==> src/sv/rapq_ram.sv <==
// Generic single-port-write, single-port-read RAM with a registered read.
// Depends on nothing.
module rapq_ram #(
   parameter int WIDTH = 8,
   parameter int DEPTH = 16
) (
   input  logic                     clock,
   input  logic                     wr_en,
   input  logic [$clog2(DEPTH)-1:0] wr_addr,
   input  logic [WIDTH-1:0]         wr_data,
   input  logic                     rd_en,
   input  logic [$clog2(DEPTH)-1:0] rd_addr,
   output logic [WIDTH-1:0]         rd_data
);

   logic [WIDTH-1:0] mem_ff [DEPTH];
   logic [WIDTH-1:0] rd_data_ff;

   always_ff @(posedge clock) begin
      if (wr_en) begin
         mem_ff[wr_addr] <= wr_data;
      end
      if (rd_en) begin
         rd_data_ff <= mem_ff[rd_addr];
      end
   end

   assign rd_data = rd_data_ff;

endmodule

==> config.mk <==
export PLATFORM = sky130hd
export DESIGN_NAME = rapq_ram
export DESIGN_NICKNAME = d
export VERILOG_FILES = /design/src/sv/rapq_ram.sv
export SDC_FILE = /design/constraint.sdc
export NUM_CORES = 1
export LEC_CHECK = 0
export BUFFER_PORTS_ARGS = -buffer_cell sky130_fd_sc_hd__buf_2
export CAP_MARGIN = 20
export CELL_PAD_IN_SITES_DETAIL_PLACEMENT = 0
export CELL_PAD_IN_SITES_GLOBAL_PLACEMENT = 2
export CORE_MARGIN = 2
export CORE_UTILIZATION = 45
export DETAILED_ROUTE_END_ITERATION = 6
export PLACE_DENSITY = 0.72
export SETUP_SLACK_MARGIN = 0.05
export SYNTH_ARGS = -nofsm -noshare
export SYNTH_HDL_FRONTEND = slang
export SYNTH_SLANG_ARGS = --single-unit
==> constraint.sdc <==
create_clock -name clock -period 4.6 [get_ports clock]
set_clock_uncertainty 0.15 [all_clocks]
set_input_delay 0 -clock clock [delete_from_list [all_inputs] [get_ports clock]]
set_output_delay 0 -clock clock [all_outputs]
set_load 0.03 [all_outputs]
==> results.ini <==
[floorplan]
ios = 27
fp.dieW_um = 111.8
die_h_um = 111.8
row_count = 39
coreArea_um2 = 11370
start_util_pct = 45.98
die_area_um2 = 12490

[sta]
period_share_pct = 39.86
rsz0062_at_grt = false
max_freq_mhz = 545.4
relSlewSlack_pct = 32.77
worst_slew_pin_slew_ps = 1005
finalSetupViolations = 0
tns_ps = 0
hold_viol = 0
drv_slew = 0
post-route-min-period_ps = 1833

[layout]
area_growth_pct = 17.69
n_antenna_cell = 0
drive_above_1_share_pct = 25.68
final_util_pct = 54.11
nNetsFinal = 298

[power_and_ir_drop]
powerDensity_nw_per_um2 = 452.5
ir_drop_uv = 226.3
finalPower_mw = 2.784
cellLeakagePower_nw = 2.052

[critical_path]
required_ps = 4500
path_buf_inv = 3
cp_top_family = buffers and inverters
path_cells = dlygate4sd3_1 -> buf_2 -> nor3_2 -> dlygate4sd3_1
start_kind = input port
worst_setup_path_end_kind = register
worstSetupPathType = input port to register
cp_common_cell = dlygate4sd3_1
cp.arrival_ps = 1730
path_max_fanout = 8
cpPeakStageDelay_ps = 870
cpMaxStageDelayCell = dlygate4sd3_1

[placed_design]
portBuffers = 26
gp_congestion = 0.6795
dp_hpwl_um = 5847

[clocking]
clk_path_buf_depth = 2
clk-insertion-delay-late_ps = 410
clock_sinks = 136
numCtsBuffers = 17
clock_tree.root_cell = clkbuf_16
path_clk_slew_ps = 50
cts_tree = yes
htreeDepth = 4

[detailed_routing]
wl_per_cell_um = 22.25
detail-route-antenna-nets = 0
drt_pass1_iterations = 4
drt-vias-per-instance = 5.508
vias = 2396
drt_iter0_drc = 164
drc = 0
wirelength_um = 9677

[global_routing]
grt_pass1_wl_um = 14870
grt_max_degree = 33
antenna_found_initial = 0
grt_use_total_pct = 17.00
grt_overflow = 0
grt_pass1_vias = 2482

[yosys]
yosysWarnings = 0
synth_seq_cells = 136
yosys-top-cells-area = edfxtp_1 (78%), mux4_2 (7.8%), mux4_1 (7.0%), a22oi_1 (2.3%), nor2_1 (0.93%)
synth_edf_count = 136
syn-num-nets = 248
synth_area_um2 = 5228
yosysTopAreaCellShare_pct = 78.12
yosys.area.top_type = edfxtp_1
yosysMostFrequentCell = edfxtp_1
ys_seq_area_share_pct = 78.12
synth_ff_type = edfxtp_1
postSynthCellCount = 229
ys_async_sr_fraction_pct = 0
syn_avg_cell_area_um2 = 22.83
synth_cell_types = 18
yosys-top-cells-count = edfxtp_1 (136), mux4_2 (18), a22oi_1 (16)

[outcome]
outcome = completed

[worst_hold_path]
hp-class = input port to register

[job]
max_cap_viol_count = 0

==> metrics by stage <==
step	hold slack, ps	cell area, um^2	instances	worst slack (ps)
6_report	18.58	6152	435	2767
5_1_grt	18.19	6152	435	2716
4_1_cts	17.42	6132	434	2660
3_5_place_dp	240.6	5478	391	2225
3_3_place_gp	235.4	5478	391	2236
2_1_floorplan	-51.13	5228	229	2957
==> timing repair <==
item	in CTS	in global routing
hold endpoints to repair	144	0
resized for setup	0	0
setup buffers	0	0
hold buffers	11	0
==> logic make-up after synthesis <==
group	Yosys count	synth area share (%)
flops	136	78.12
buf+inv	10	1.651
compound gates	16	2.298
simple gates	35	3.136
mux	32	14.79
==> report_power, final <==
part / leakage (nW) / switching (mW) / internal, mW / total, mW
Combinational: 0.548 / 0.0827 / 0.0561 / 0.139
Clock: 0.268 / 0.460 / 0.781 / 1.24
Sequential: 1.24 / 0.00700 / 1.40 / 1.40
==> routing by layer <==
layer,up-vias,global-route usage (%),wire (um),share of wire (%)
li1,1078,-,-,-
met2,72,26.59,4871,50
met1,1235,22.73,4172,43
met5,-,0,0,0
met3,11,4.845,478,4.9
met4,0,6.996,155,1.6
==> worst reg2reg max path, delay by kind of cell, from the launching register on <==
| kind | cells | cell delay (ps) |
|---|---|---|
| muxes | 1 | 510 |
| AOI/OAI and AO/OA | 1 | 320 |
| DFF | 1 | 360 |
| and+or+nand+nor | 1 | 100 |
==> flip-flops by register name (all words and copies together), names as in the netlist <==
name,flops
mem_ff,128
rd_data,8
==> final cells by class <==
| type | instances | area, um^2 |
|---|---|---|
| tap | 143 | 178.9 |
| multi-input combinational | 83 | 1062 |
| sequential | 136 | 4084 |
| timing repair buffer | 41 | 282.8 |
| clock inverter | 13 | 111.4 |
| clock buffer | 19 | 432.9 |
| fill | 872 | 5218 |
==> layout by cell type (no fill, tap or decap), types with 3 or more instances in the layout <==
| cell | Yosys | routed |
|---|---|---|
| a22oi_1 | 16 | 16 |
| buf_2 | 3 | 26 |
| buf_4 | 1 | 3 |
| clkbuf_16 | 0 | 17 |
| clkinv_1 | 0 | 5 |
| clkinv_2 | 0 | 5 |
| dlygate4sd3_1 | 0 | 11 |
| edfxtp_1 | 136 | 136 |
| mux4_1 | 14 | 14 |
| mux4_2 | 18 | 18 |
| nand2_1 | 9 | 9 |
| nor2_1 | 13 | 13 |
| nor3_1 | 4 | 3 |
==> worst paths after layout <==
check	start	endpoint	slack, ps	cells past startpoint
max	wr_addr[0]	mem_ff[12][0]	2770	4
min	wr_addr[1]	mem_ff[8][4]	20	3
max reg2reg	mem_ff[1][1]	rd_data[1]	2890	3
min reg2reg	mem_ff[12][0]	rd_data[0]	600	3
No activity file was read; power rests on OpenSTA's default activity.
